`src/sv/bsd_pkg.sv`:
```
// Shared types and codes for the bitmap stream decoder.
// No dependencies; used by every module of the decoder.
`default_nettype none

package bsd_pkg;

    // Result kinds.
    localparam logic [1:0] KIND_PIXEL  = 2'd0;
    localparam logic [1:0] KIND_HEADER = 2'd1;
    localparam logic [1:0] KIND_ERROR  = 2'd2;

    // Status codes.
    localparam logic [3:0] ST_OK         = 4'd0;
    localparam logic [3:0] ST_BAD_SIG    = 4'd1;
    localparam logic [3:0] ST_SHORT_HDR  = 4'd2;
    localparam logic [3:0] ST_BAD_DIMS   = 4'd3;
    localparam logic [3:0] ST_COMPRESSED = 4'd4;
    localparam logic [3:0] ST_BAD_DEPTH  = 4'd5;
    localparam logic [3:0] ST_TOO_LARGE  = 4'd6;
    localparam logic [3:0] ST_BAD_OFFSET = 4'd7;
    localparam logic [3:0] ST_TRUNCATED  = 4'd8;

    // Header layout and format constants.
    localparam logic [7:0]  SIG_BYTE0       = 8'h42;
    localparam logic [7:0]  SIG_BYTE1       = 8'h4D;
    localparam logic [5:0]  HDR_LAST_POS    = 6'd53;
    localparam logic [31:0] MIN_DATA_OFFSET = 32'd54;
    localparam logic [15:0] DEPTH_24        = 16'd24;
    localparam logic [15:0] DEPTH_32        = 16'd32;
    localparam logic [7:0]  OPAQUE_ALPHA    = 8'd255;

    // Queue between parser and emitter.
    localparam int QUEUE_DEPTH = 4;
    localparam int QUEUE_PTR_W = 2;

    // One result item as it leaves the block.
    typedef struct packed {
        logic [1:0]  kind;
        logic [3:0]  status;
        logic [11:0] pixel_x;
        logic [11:0] pixel_y;
        logic [7:0]  red;
        logic [7:0]  green;
        logic [7:0]  blue;
        logic [7:0]  alpha;
        logic [12:0] image_width;
        logic [12:0] image_height;
        logic        last_pixel;
        logic        last_in_run;
    } bsd_result_t;

    // One queue entry: a main result plus an optional trailing error.
    typedef struct packed {
        bsd_result_t main;
        logic        trail;
        logic [3:0]  trail_status;
    } bsd_entry_t;

endpackage

`default_nettype wire

```
`src/sv/bsd_front.sv`:
```
// Parser front end of the bitmap stream decoder: header capture, validation,
// pixel assembly and coordinate tracking. Depends on bsd_pkg.
`default_nettype none

module bsd_front #(
    parameter int MAX_DIM = 4096
) (
    input  wire logic                clk,
    input  wire logic                rst_n,
    input  wire logic                accept,
    input  wire logic [7:0]          data_byte,
    input  wire logic                start_of_file,
    input  wire logic                end_of_file,
    output logic                     push,
    output bsd_pkg::bsd_entry_t      push_data
);

    localparam int DIM_W = $clog2(MAX_DIM + 1);
    localparam logic [31:0] MAX_DIM_L = 32'(MAX_DIM);

    typedef enum logic [2:0] {
        PH_IDLE,
        PH_HEADER,
        PH_SKIP,
        PH_PIXELS,
        PH_PAD
    } phase_t;

    phase_t             phase_reg, phase_next;
    logic [31:0]        pos_reg, pos_next;
    logic [31:0]        offset_reg, offset_next;
    logic [31:0]        wraw_reg, wraw_next;
    logic [31:0]        hraw_reg, hraw_next;
    logic [15:0]        depth_reg, depth_next;
    logic [31:0]        comp_reg, comp_next;
    logic [DIM_W-1:0]   width_reg, width_next;
    logic [DIM_W-1:0]   height_reg, height_next;
    logic               bottom_up_reg, bottom_up_next;
    logic               is32_reg, is32_next;
    logic [DIM_W-1:0]   col_reg, col_next;
    logic [DIM_W-1:0]   row_reg, row_next;
    logic [1:0]         bip_reg, bip_next;
    logic [1:0]         pad_reg, pad_next;
    logic [23:0]        pix_reg, pix_next;
    logic               push_reg, push_next;
    bsd_pkg::bsd_entry_t ent_reg, ent_next;

    // Parse one byte and build the queue entry it causes.
    always_comb
    begin
        phase_t            ph;
        logic [31:0]       eff_pos;
        logic [5:0]        p;
        logic [31:0]       hmag;
        logic              main_valid;
        logic [23:0]       pix_cur;
        logic              pix_done;
        logic [DIM_W-1:0]  col_inc;
        logic [DIM_W-1:0]  row_inc;
        logic [DIM_W-1:0]  ypos;
        logic [31:0]       x32;
        logic [31:0]       y32;
        logic [1:0]        pad_dec;

        phase_next     = phase_reg;
        pos_next       = pos_reg;
        offset_next    = offset_reg;
        wraw_next      = wraw_reg;
        hraw_next      = hraw_reg;
        depth_next     = depth_reg;
        comp_next      = comp_reg;
        width_next     = width_reg;
        height_next    = height_reg;
        bottom_up_next = bottom_up_reg;
        is32_next      = is32_reg;
        col_next       = col_reg;
        row_next       = row_reg;
        bip_next       = bip_reg;
        pad_next       = pad_reg;
        pix_next       = pix_reg;
        push_next      = 1'b0;
        ent_next       = ent_reg;

        ph         = start_of_file ? PH_HEADER : phase_reg;
        eff_pos    = start_of_file ? 32'd0 : pos_reg;
        p          = eff_pos[5:0];
        hmag       = hraw_reg[31] ? (32'd0 - hraw_reg) : hraw_reg;
        main_valid = 1'b0;
        pix_cur    = pix_reg;
        pix_done   = 1'b0;
        col_inc    = col_reg + 1'b1;
        row_inc    = row_reg + 1'b1;
        ypos       = bottom_up_reg ? (height_reg - 1'b1 - row_reg) : row_reg;
        x32        = 32'(col_reg);
        y32        = 32'(ypos);
        pad_dec    = pad_reg - 1'b1;

        if (accept && ph != PH_IDLE)
        begin
            ent_next   = '0;
            phase_next = ph;

            if (ph == PH_HEADER)
            begin
                // Header bytes: signature check, then little-endian field capture.
                if ((p == 6'd0 && data_byte != bsd_pkg::SIG_BYTE0) ||
                    (p == 6'd1 && data_byte != bsd_pkg::SIG_BYTE1))
                begin
                    main_valid           = 1'b1;
                    ent_next.main.kind   = bsd_pkg::KIND_ERROR;
                    ent_next.main.status = bsd_pkg::ST_BAD_SIG;
                    phase_next           = PH_IDLE;
                end
                else
                begin
                    case (p)
                        6'd10: offset_next[7:0]   = data_byte;
                        6'd11: offset_next[15:8]  = data_byte;
                        6'd12: offset_next[23:16] = data_byte;
                        6'd13: offset_next[31:24] = data_byte;
                        6'd18: wraw_next[7:0]     = data_byte;
                        6'd19: wraw_next[15:8]    = data_byte;
                        6'd20: wraw_next[23:16]   = data_byte;
                        6'd21: wraw_next[31:24]   = data_byte;
                        6'd22: hraw_next[7:0]     = data_byte;
                        6'd23: hraw_next[15:8]    = data_byte;
                        6'd24: hraw_next[23:16]   = data_byte;
                        6'd25: hraw_next[31:24]   = data_byte;
                        6'd28: depth_next[7:0]    = data_byte;
                        6'd29: depth_next[15:8]   = data_byte;
                        6'd30: comp_next[7:0]     = data_byte;
                        6'd31: comp_next[15:8]    = data_byte;
                        6'd32: comp_next[23:16]   = data_byte;
                        6'd33: comp_next[31:24]   = data_byte;
                        default: ;
                    endcase

                    // Validation at the final header byte, in priority order.
                    if (p == bsd_pkg::HDR_LAST_POS)
                    begin
                        main_valid         = 1'b1;
                        ent_next.main.kind = bsd_pkg::KIND_ERROR;
                        phase_next         = PH_IDLE;
                        if (wraw_reg[31] || wraw_reg == 32'd0 || hraw_reg == 32'd0)
                            ent_next.main.status = bsd_pkg::ST_BAD_DIMS;
                        else if (comp_reg != 32'd0)
                            ent_next.main.status = bsd_pkg::ST_COMPRESSED;
                        else if (depth_reg != bsd_pkg::DEPTH_24 &&
                                 depth_reg != bsd_pkg::DEPTH_32)
                            ent_next.main.status = bsd_pkg::ST_BAD_DEPTH;
                        else if (wraw_reg > MAX_DIM_L || hmag > MAX_DIM_L)
                            ent_next.main.status = bsd_pkg::ST_TOO_LARGE;
                        else if (offset_reg < bsd_pkg::MIN_DATA_OFFSET)
                            ent_next.main.status = bsd_pkg::ST_BAD_OFFSET;
                        else
                        begin
                            ent_next.main.kind         = bsd_pkg::KIND_HEADER;
                            ent_next.main.status       = bsd_pkg::ST_OK;
                            ent_next.main.image_width  = wraw_reg[12:0];
                            ent_next.main.image_height = hmag[12:0];
                            width_next     = wraw_reg[DIM_W-1:0];
                            height_next    = hmag[DIM_W-1:0];
                            bottom_up_next = ~hraw_reg[31];
                            is32_next      = (depth_reg == bsd_pkg::DEPTH_32);
                            col_next       = '0;
                            row_next       = '0;
                            bip_next       = 2'd0;
                            phase_next     = PH_SKIP;
                        end
                    end
                end
            end
            else
            begin
                // Skip to the data offset; the byte at the offset is pixel data.
                if (ph == PH_SKIP && eff_pos >= offset_reg)
                begin
                    ph         = PH_PIXELS;
                    phase_next = PH_PIXELS;
                end

                if (ph == PH_PIXELS)
                begin
                    case (bip_reg)
                        2'd0: pix_cur[7:0]   = data_byte;
                        2'd1: pix_cur[15:8]  = data_byte;
                        2'd2: pix_cur[23:16] = data_byte;
                        default: ;
                    endcase
                    pix_done = is32_reg ? (bip_reg == 2'd3) : (bip_reg == 2'd2);

                    if (!pix_done)
                    begin
                        pix_next = pix_cur;
                        bip_next = bip_reg + 1'b1;
                    end
                    else
                    begin
                        // Complete pixel: BGR(A) to RGBA with its destination.
                        main_valid               = 1'b1;
                        ent_next.main.kind       = bsd_pkg::KIND_PIXEL;
                        ent_next.main.status     = bsd_pkg::ST_OK;
                        ent_next.main.pixel_x    = x32[11:0];
                        ent_next.main.pixel_y    = y32[11:0];
                        ent_next.main.red        = pix_cur[23:16];
                        ent_next.main.green      = pix_cur[15:8];
                        ent_next.main.blue       = pix_cur[7:0];
                        ent_next.main.alpha      = is32_reg ? data_byte
                                                            : bsd_pkg::OPAQUE_ALPHA;
                        ent_next.main.last_pixel = (col_inc == width_reg) &&
                                                   (row_inc == height_reg);
                        bip_next                 = 2'd0;
                        if (ent_next.main.last_pixel)
                            phase_next = PH_IDLE;
                        else if (col_inc == width_reg)
                        begin
                            col_next = '0;
                            row_next = row_inc;
                            pad_next = is32_reg ? 2'd0 : width_reg[1:0];
                            if (!is32_reg && width_reg[1:0] != 2'd0)
                                phase_next = PH_PAD;
                        end
                        else
                            col_next = col_inc;
                    end
                end
                else if (ph == PH_PAD)
                begin
                    // Drop row padding.
                    pad_next = pad_dec;
                    if (pad_dec == 2'd0)
                        phase_next = PH_PIXELS;
                end
            end

            if (eff_pos != 32'hFFFF_FFFF)
                pos_next = eff_pos + 32'd1;
            else
                pos_next = eff_pos;

            // End of file while the image is still open.
            if (end_of_file && phase_next != PH_IDLE)
            begin
                if (main_valid)
                begin
                    ent_next.trail        = 1'b1;
                    ent_next.trail_status = (phase_next == PH_HEADER) ?
                                            bsd_pkg::ST_SHORT_HDR : bsd_pkg::ST_TRUNCATED;
                end
                else
                begin
                    main_valid           = 1'b1;
                    ent_next.main.kind   = bsd_pkg::KIND_ERROR;
                    ent_next.main.status = (phase_next == PH_HEADER) ?
                                           bsd_pkg::ST_SHORT_HDR : bsd_pkg::ST_TRUNCATED;
                end
                phase_next = PH_IDLE;
            end

            push_next = main_valid;
        end
    end

    // Parser state and the registered queue write.
    always_ff @(posedge clk or negedge rst_n)
    begin
        if (!rst_n)
        begin
            phase_reg     <= PH_IDLE;
            pos_reg       <= '0;
            offset_reg    <= '0;
            wraw_reg      <= '0;
            hraw_reg      <= '0;
            depth_reg     <= '0;
            comp_reg      <= '0;
            width_reg     <= '0;
            height_reg    <= '0;
            bottom_up_reg <= 1'b0;
            is32_reg      <= 1'b0;
            col_reg       <= '0;
            row_reg       <= '0;
            bip_reg       <= '0;
            pad_reg       <= '0;
            pix_reg       <= '0;
            push_reg      <= 1'b0;
        end
        else
        begin
            phase_reg     <= phase_next;
            pos_reg       <= pos_next;
            offset_reg    <= offset_next;
            wraw_reg      <= wraw_next;
            hraw_reg      <= hraw_next;
            depth_reg     <= depth_next;
            comp_reg      <= comp_next;
            width_reg     <= width_next;
            height_reg    <= height_next;
            bottom_up_reg <= bottom_up_next;
            is32_reg      <= is32_next;
            col_reg       <= col_next;
            row_reg       <= row_next;
            bip_reg       <= bip_next;
            pad_reg       <= pad_next;
            pix_reg       <= pix_next;
            push_reg      <= push_next;
        end
    end

    // Entry payload needs no reset.
    always_ff @(posedge clk)
    begin
        ent_reg <= ent_next;
    end

    assign push      = push_reg;
    assign push_data = ent_reg;

endmodule

`default_nettype wire

```
`src/sv/bsd_queue.sv`:
```
// Short first-in first-out queue of parsed entries between parser and emitter.
// Depends on bsd_pkg for the entry type and depth.
`default_nettype none

module bsd_queue (
    input  wire logic                clk,
    input  wire logic                rst_n,
    input  wire logic                push,
    input  bsd_pkg::bsd_entry_t      push_data,
    input  wire logic                pop,
    output bsd_pkg::bsd_entry_t      pop_data,
    output logic                     empty,
    output logic                     full,
    output logic                     almost_full
);

    localparam int PW = bsd_pkg::QUEUE_PTR_W;

    bsd_pkg::bsd_entry_t slots_reg [bsd_pkg::QUEUE_DEPTH];
    logic [PW-1:0]       wr_ptr_reg, wr_ptr_next;
    logic [PW-1:0]       rd_ptr_reg, rd_ptr_next;
    logic [PW:0]         count_reg, count_next;

    // Pointer and fill count update.
    always_comb
    begin
        wr_ptr_next = push ? wr_ptr_reg + 1'b1 : wr_ptr_reg;
        rd_ptr_next = pop  ? rd_ptr_reg + 1'b1 : rd_ptr_reg;
        count_next  = count_reg + (PW + 1)'(push) - (PW + 1)'(pop);
    end

    always_ff @(posedge clk or negedge rst_n)
    begin
        if (!rst_n)
        begin
            wr_ptr_reg <= '0;
            rd_ptr_reg <= '0;
            count_reg  <= '0;
        end
        else
        begin
            wr_ptr_reg <= wr_ptr_next;
            rd_ptr_reg <= rd_ptr_next;
            count_reg  <= count_next;
        end
    end

    // Entry storage.
    always_ff @(posedge clk)
    begin
        if (push)
            slots_reg[wr_ptr_reg] <= push_data;
    end

    assign pop_data    = slots_reg[rd_ptr_reg];
    assign empty       = (count_reg == '0);
    assign full        = (count_reg == (PW + 1)'(bsd_pkg::QUEUE_DEPTH));
    assign almost_full = (count_reg >= (PW + 1)'(bsd_pkg::QUEUE_DEPTH - 1));

endmodule

`default_nettype wire

```
`src/sv/bsd_back.sv`:
```
// Result emitter of the bitmap stream decoder: drains the queue and expands
// each entry into one or two results in an output register. Depends on bsd_pkg.
`default_nettype none

module bsd_back (
    input  wire logic                clk,
    input  wire logic                rst_n,
    input  bsd_pkg::bsd_entry_t      entry,
    input  wire logic                empty,
    output logic                     pop,
    input  wire logic                result_stall,
    output logic                     result_valid,
    output bsd_pkg::bsd_result_t     result
);

    logic                  out_valid_reg, out_valid_next;
    bsd_pkg::bsd_result_t  out_reg, out_next;
    logic                  pend_reg, pend_next;
    logic [3:0]            pend_status_reg, pend_status_next;

    // Load the output register whenever it is empty or being transferred.
    always_comb
    begin
        logic load;

        load             = !out_valid_reg || !result_stall;
        out_valid_next   = out_valid_reg;
        out_next         = out_reg;
        pend_next        = pend_reg;
        pend_status_next = pend_status_reg;
        pop              = 1'b0;

        if (load)
        begin
            if (pend_reg)
            begin
                // Trailing error after the main result of the same byte.
                out_valid_next       = 1'b1;
                out_next             = '0;
                out_next.kind        = bsd_pkg::KIND_ERROR;
                out_next.status      = pend_status_reg;
                out_next.last_in_run = 1'b1;
                pend_next            = 1'b0;
            end
            else if (!empty)
            begin
                pop                  = 1'b1;
                out_valid_next       = 1'b1;
                out_next             = entry.main;
                out_next.last_in_run = !entry.trail;
                pend_next            = entry.trail;
                pend_status_next     = entry.trail_status;
            end
            else
                out_valid_next = 1'b0;
        end
    end

    always_ff @(posedge clk or negedge rst_n)
    begin
        if (!rst_n)
        begin
            out_valid_reg <= 1'b0;
            pend_reg      <= 1'b0;
        end
        else
        begin
            out_valid_reg <= out_valid_next;
            pend_reg      <= pend_next;
        end
    end

    // Payload registers.
    always_ff @(posedge clk)
    begin
        out_reg         <= out_next;
        pend_status_reg <= pend_status_next;
    end

    assign result_valid = out_valid_reg;
    assign result       = out_reg;

endmodule

`default_nettype wire

```
`src/sv/bmp_stream_decoder_top.sv`:
```
// Bitmap stream decoder: byte stream in, header, pixel and error results out.
// Instantiates bsd_front, bsd_queue and bsd_back; depends on bsd_pkg.
//
// Usage:
//   Input channel: one file byte per transfer (byte_valid / byte_stall), with
//   start_of_file on byte 0 of a file and end_of_file on its last byte.
//   Output channel: one result per transfer (result_valid / result_stall):
//   a header result once 54 header bytes pass the checks, then one pixel
//   per 3 or 4 data bytes with RGBA and destination x, y, or an error.
//   Throughput: one byte per cycle while byte_stall is low. A byte that
//   closes a file early can give two results, a main result and then a
//   trailing error. A result passes the parser register and a queue slot
//   before it is loaded into the output register.
//   A four-entry queue separates parser and emitter; byte_stall rises only
//   when that queue is nearly full because the receiver holds result_stall.
//   Reset clears the parser to idle and empties the queue and the output;
//   bytes before the next start_of_file are ignored.
`default_nettype none

module bmp_stream_decoder_top #(
    parameter int MAX_DIM = 4096
) (
    input  wire logic         clk,
    input  wire logic         rst_n,
    input  wire logic         byte_valid,
    output logic              byte_stall,
    input  wire logic [7:0]   data_byte,
    input  wire logic         start_of_file,
    input  wire logic         end_of_file,
    output logic              result_valid,
    input  wire logic         result_stall,
    output logic [1:0]        kind,
    output logic [3:0]        status,
    output logic [11:0]       pixel_x,
    output logic [11:0]       pixel_y,
    output logic [7:0]        red,
    output logic [7:0]        green,
    output logic [7:0]        blue,
    output logic [7:0]        alpha,
    output logic [12:0]       image_width,
    output logic [12:0]       image_height,
    output logic              last_pixel,
    output logic              last_in_run
);

    logic                  accept;
    logic                  push;
    bsd_pkg::bsd_entry_t   push_data;
    logic                  pop;
    bsd_pkg::bsd_entry_t   pop_data;
    logic                  q_empty;
    logic                  q_full;
    logic                  q_almost_full;
    bsd_pkg::bsd_result_t  result;

    // The parser register holds one entry in flight, so stall one slot early.
    assign byte_stall = q_almost_full;
    assign accept     = byte_valid && !byte_stall;

    bsd_front #(
        .MAX_DIM (MAX_DIM)
    ) u_front (
        .clk           (clk),
        .rst_n         (rst_n),
        .accept        (accept),
        .data_byte     (data_byte),
        .start_of_file (start_of_file),
        .end_of_file   (end_of_file),
        .push          (push),
        .push_data     (push_data)
    );

    bsd_queue u_queue (
        .clk         (clk),
        .rst_n       (rst_n),
        .push        (push && !q_full),
        .push_data   (push_data),
        .pop         (pop),
        .pop_data    (pop_data),
        .empty       (q_empty),
        .full        (q_full),
        .almost_full (q_almost_full)
    );

    bsd_back u_back (
        .clk          (clk),
        .rst_n        (rst_n),
        .entry        (pop_data),
        .empty        (q_empty),
        .pop          (pop),
        .result_stall (result_stall),
        .result_valid (result_valid),
        .result       (result)
    );

    // Output fields.
    assign kind         = result.kind;
    assign status       = result.status;
    assign pixel_x      = result.pixel_x;
    assign pixel_y      = result.pixel_y;
    assign red          = result.red;
    assign green        = result.green;
    assign blue         = result.blue;
    assign alpha        = result.alpha;
    assign image_width  = result.image_width;
    assign image_height = result.image_height;
    assign last_pixel   = result.last_pixel;
    assign last_in_run  = result.last_in_run;

endmodule

`default_nettype wire

```
`config.mk`:
```
export PLATFORM = sky130hd
export DESIGN_NAME = bmp_stream_decoder_top
export DESIGN_NICKNAME = d
export VERILOG_FILES = /design/src/sv/bsd_pkg.sv /design/src/sv/bsd_front.sv /design/src/sv/bsd_queue.sv /design/src/sv/bsd_back.sv /design/src/sv/bmp_stream_decoder_top.sv
export SDC_FILE = /design/constraint.sdc
export NUM_CORES = 1
export LEC_CHECK = 0
export BUFFER_PORTS_ARGS = -buffer_cell sky130_fd_sc_hd__buf_4
export CAP_MARGIN = 20
export CELL_PAD_IN_SITES_DETAIL_PLACEMENT = 0
export CELL_PAD_IN_SITES_GLOBAL_PLACEMENT = 1
export CORE_ASPECT_RATIO = 1.5
export CORE_MARGIN = 2
export CORE_UTILIZATION = 56
export CTS_CLUSTER_SIZE = 28
export DETAILED_ROUTE_END_ITERATION = 12
export GPL_TIMING_DRIVEN = 0
export PLACE_DENSITY = 0.9
export REMOVE_ABC_BUFFERS = 1
export SLEW_MARGIN = 15
export SYNTH_ARGS = -nofsm -noshare
export SYNTH_HDL_FRONTEND = slang
export SYNTH_SLANG_ARGS = --single-unit
```
`constraint.sdc`:
```
create_clock -name clk -period 19.05 [get_ports clk]
set_input_delay 4.7625 -clock clk [delete_from_list [all_inputs] [get_ports clk]]
set_output_delay 4.7625 -clock clk [all_outputs]
set_load 0.1 [all_outputs]
```
# After elaboration in Yosys (flattened, before gate mapping)
# Memories as Yosys holds them, arrays and structs flattened.
# Index checks and enable logic that the tools add are counted.
# totals
regBits,459
latchBits,0
mem_bits_rw,376
mem_bits_ro,0
out_inout_bits,92
elab_cells,305
n_memories,1
# memory_table
name,words,width,rd,rd_clocked_by_memory_dff,write_ports,line_no,source
u_queue.slots_reg,4,94,1,0,1,bsd_queue.sv:19,bsd_pkg::bsd_entry_t slots_reg [bsd_pkg::QUEUE_DEPTH];
# classes
n_addsub,12
mul,0
div,0
order_cmp,5
eq_ne,49
n_shift,0
muxes,100
bitwise,13
n_reduce_logical,64
# op_table
op,n
2-to-1 mux 13 bit,17
2-to-1 mux 32 bit,3
2-to-1 mux 90 bit,1
2-to-1 mux 88 bit,1
AND reduction 4 bit,19
equality test 6 x 5 -> 1 bit (second input constant),12
greater-than comparator 32 x 13 -> 1 bit (second input constant),2
logical NOT 32 bit,2
2-to-1 mux 3 bit,21
2-to-1 mux 62 bit,1
2-to-1 mux 56 bit,1
2-to-1 mux 2 bit,22
adder 32 x 1 -> 32 bit (second input constant),1
>= comparator 32 bit,1
< comparator 32 x 6 -> 1 bit (second input constant),1
2-to-1 mux 8 bit,4
inequality test 32 bit (second input constant),1
nonzero test 32 bit,1
subtractor 1 x 32 -> 32 bit (first input constant),1
2-to-1 mux 6 bit,5
adder 13 x 1 -> 13 bit (second input constant),2
equality test 13 bit,2
equality test 6 x 4 -> 1 bit (second input constant),4
inequality test 2 bit (second input constant),11
other kinds (40),107

# Depth between registers and ports, before layout
# depth
word_depth,16
mapped_depth,16
depth_no_buf,13

# Hierarchy
# From an unflattened synthesis, not the netlist that was laid out.
# hier_totals
hier_cells,2534
hier_area_um2,35896.9
# by_module_without_submodules
module,instances,cells_per_inst,area_each_um2,seq_area_each_um2
bsd_front,1,1796,18217.5,9318.9
bsd_queue,1,534,14106.0,11586.1
bsd_back,1,202,3545.9,2872.8
bmp_stream_decoder_top,1,2,27.5,0.0

# Worst setup path before layout
# No wires, ideal clock.
# synth_path
path_kind,input to register
start,in start_of_file
end,reg u_front.pos_reg[30]
setup_time_ns,0.080
arrival_time_ns,12.512
slack_ns,6.458
stages,10
path_buffers,2
cell_sequence,clkbuf_1 -> clkbuf_1 -> nor2_1 -> a21oi_1 -> o21ai_1 -> nor2_1 -> nand4_1 -> or3_1 -> nor3_1 -> xnor2_1
# synth_via
elab_chain_cells,3
elab_cells_between_ends,7
classes_between,add/sub (1); eq/ne (1); mux (3); reduce/logical (2)
# synth_rtl
element,line_no,source
"start, declared",bmp_stream_decoder_top.sv:28,"input wire logic start_of_file,"
2-to-1 mux 32 bit or 2-to-1 mux 3 bit (tied branches),"bsd_front.sv:85, bsd_front.sv:84",
"adder 32 x 1 -> 32 bit, or another cell as far along",bsd_front.sv:237,pos_next = eff_pos + 32'd1;
2-to-1 mux 32 bit or logical AND 1 bit (tied branches),"bsd_front.sv:236, bsd_front.sv:98",
"end signal, assigned",bsd_front.sv:290,pos_reg <= pos_next;
"end, declared",bsd_front.sv:30,"logic [31:0] pos_reg, pos_next;"
# Parallel ways exist; a longest one is shown, timed or not.
# A chain may end at the register's enable or synchronous reset.

# Worst setup path in the final report
# layout_path
start,in start_of_file
end,reg u_front.pix_reg[16]
# layout_via
elab_chain_cells,8
elab_cells_between_ends,14
classes_between,order compare (1); eq/ne (3); mux (5); bitwise (1); reduce/logical (4)
# layout_rtl
element,line_no,source
2-to-1 mux 32 bit or 2-to-1 mux 3 bit (tied branches),"bsd_front.sv:85, bsd_front.sv:84",
>= comparator 32 bit or equality test 3 x 2 -> 1 bit (tied branches),bsd_front.sv:176,if (ph == PH_SKIP && eff_pos >= offset_reg)
logical AND 1 bit,bsd_front.sv:176,
2-to-1 mux 3 bit,bsd_front.sv:176,
2-to-1 mux 3 bit,bsd_front.sv:103,if (ph == PH_HEADER)
2-to-1 mux 3 bit,bsd_front.sv:98,if (accept && ph != PH_IDLE)
equality test 3 x 2 -> 1 bit,bsd_front.sv:182,if (ph == PH_PIXELS)
AND reduction 4 bit (no line) (*),-,
"end signal, assigned",bsd_front.sv:304,pix_reg <= pix_next;
"end, declared",bsd_front.sv:44,"logic [23:0] pix_reg, pix_next;"
# Mark *: on every way between the ends. The rest lies on a longest branch, timed or not. The select of a mux whose other input is x is not followed.

==> qor.yml <==
synthesis:
  postSynthAreaPerCell_um2: 13.6
  synth_top_area_share: 0.466
  synth_area_leader_cell: "edfxtp_1"
  synth_cells: 2608
  yosysWarnings: 0
  ys.flop_type: "edfxtp_1"
  seq_area_frac_synth: 0.657
  synthTopCellsByArea: "edfxtp_1 47%, dfrtp_1 19%, mux4_2 5.8%"
  syn_area_mm2: 0.0356
  ys_async_sr_fraction: 0.329
  synth-seq-cells: 823
  yosysUniqueCellTypes: 89
  synth-edff-count: 552
drt:
  routed_wl_mm: 78.1
  firstDrtPassIters: 5
  vias_per_cell: 5.99
  vias: 21200
  drc: 0
  ant_nets: 0
  drtIter0Drc: 1592
  wl_per_cell_um: 22.1
floorplanning:
  die_w_um: 210
  die-area_mm2: 0.0656
  dieHeight_um: 313
  start_util: 0.564
  top_level_ports: 106
  num_rows: 113
  core_mm2: 0.0631
clock_tree:
  cts_buffers: 74
  htree_levels: 3
  clockRootBuffer: "clkbuf_16"
  clockBufferDepth: 3
  ctsResizeCount: 0
  numClockSinks: 823
  cts_setup_buffers: 0
  cts_tree: "done"
  clk_latency_ns: 0.63
  clk_pin_slew_ns: 0.06
  postCtsHoldBufs: 0
power_and_ir_drop:
  p_per_area_mw_per_mm2: 136
  ir_drop_uv: 114
  p_leak_nw: 15.2
  power_w: 0.00543
grt:
  antenna_found_initial: 0
  grt_overflow: 0
  grt_max_degree: 108
  grt_pass1_vias: 22000
  grt_pass1_wl_mm: 123
  grt_util_all_layers: 0.243
timing:
  setup_tns_ns: 0
  setup_viol: 0
  period_share: 0.483
  rsz0062_at_grt: "no"
  max-slew-margin-rel: 0.279
  finalCriticalPeriod_ns: 9.21
  hold_viol: 0
  fin_ws_ns: 9.84
  final.setup_skew_ns: 0.0294
  max_slew.worst_pin.slew_ns: 1.08
  finalMaxSlewViolations: 0
  fmax_mhz: 109
placed_design:
  dp_worst_setup_slack_ns: 9.30
  portBuffers: 105
  place_hpwl_mm: 51.4
  dp.cells: 3406
  place_congestion: 0.883
worst_setup_path:
  crit_type: "input port to register"
  path_max_fanout: 48
  crit_arrival_ns: 9.65
  endpoint_kind: "register"
  start_kind: "input port"
  r2r_cells: 10
  worst_ep_required_time_ns: 19.49
finish:
  diodes: 0
  syn_to_final_growth_pct: 12.4
  largest_reg_flops: 368
  fin_nets: 2755
  drive_above_1_share: 0.160
  instances_no_fill: 3542
worst_hold_path:
  worstHoldPathType: "register to register"
  whs_path_depth: 2
outcome:
  status: "finished, final reports clean"
run:
  max_cap_violations: 0
power breakdown:
| part | switching [W] | total [W] | internal (W) |
|---|---|---|---|
| sequential | 0.000152 | 0.00236 | 0.00221 |
| clock | 0.000649 | 0.00149 | 0.000838 |
| combinational | 0.00111 | 0.00158 | 0.000472 |
cells in the final DEF (no fill, tap or decap), drive strengths merged, types with 36 or more instances in the layout:
master / n
a21oi: 72
and2: 43
buf: 131
clkbuf: 96
dfrtp: 271
edfxtp: 552
ha: 62
inv: 104
mux2: 62
mux2i: 36
mux4: 92
nand2: 279
nand3: 38
nor2: 105
nor2b: 125
nor4: 50
o21ai: 206
xnor2: 56
final timing paths:
check	start	endpoint	slack, ns
setup / recovery	start_of_file	u_front.pix_reg[16]	9.84
hold / removal	u_front.pix_reg[20]	u_front.pix_reg[20]	0.48
setup reg to reg	u_front.hraw_reg[2]	u_front.push_data[90]	14.12
hold reg to reg	u_front.pix_reg[20]	u_front.pix_reg[20]	0.48
max in group asynchronous	rst_n	u_front.hraw_reg[31]	14.02
min in group asynchronous	rst_n	u_front.pos_reg[25]	4.10
synth_stat cells, drive strengths merged (56+ instances only):
library cell  number
a21oi             72
o21ai            206
xnor2             56
mux2              62
dfrtp            271
edfxtp           552
nor2b            125
nor2             105
inv               99
mux4              92
nand2            279
clkbuf           115
ha                62
kinds of logic after synthesis:
logic type / share of synthesized area
other cells: 0.000105
buf+inv: 0.0265
xor+xnor: 0.0214
simple gates: 0.115
compound gates: 0.0695
fa+ha+maj: 0.0229
mux: 0.0880
flops: 0.657
area by class of cell:
class	count	area, µm²
Clock buffer	96	2020
Clock inverter	40	419
Fill cell	4536	23100
Inverter	101	379
Multi-Input combinational cell	1546	11300
Sequential cell	823	23400
Tap cell	805	1010
Timing Repair Buffer	131	1460
critical path, stage by stage:
cell and delay [ns]:
buf_4 0.40, clkinv_1 0.43, nand2_1 0.22, inv_1 0.09, ha_1 0.30, nand4_1 0.15, nor4_1 0.40, or4b_2 0.64
a21oi_1 0.33, o21ai_1 0.34, nor3_2 0.74, nand2_1 0.50, nand2_1 0.19, o21ai_0 0.12
stage by stage:
stage          area, µm²  hold slack [ns]  utilization
2_1_floorplan      35000            0.449            -
3_3_place_gp       36800            0.462        0.584
3_5_place_dp       37500            0.472        0.595
4_1_cts            40000            0.486        0.634
5_1_grt            40000            0.507        0.634
6_report           40000            0.484        0.634
routing by layer:
metal / track usage / vias to the layer above / wire (µm) / part of all wire
met4: 0.0978 / 0 / 2750 / 0.035
met2: 0.442 / 533 / 42100 / 0.54
met3: 0.0334 / 141 / 3080 / 0.039
met5: 0 / - / 0 / 0
met1: 0.292 / 10800 / 30200 / 0.39
li1: - / 9757 / - / -
Power figures use the tool's default switching activity.
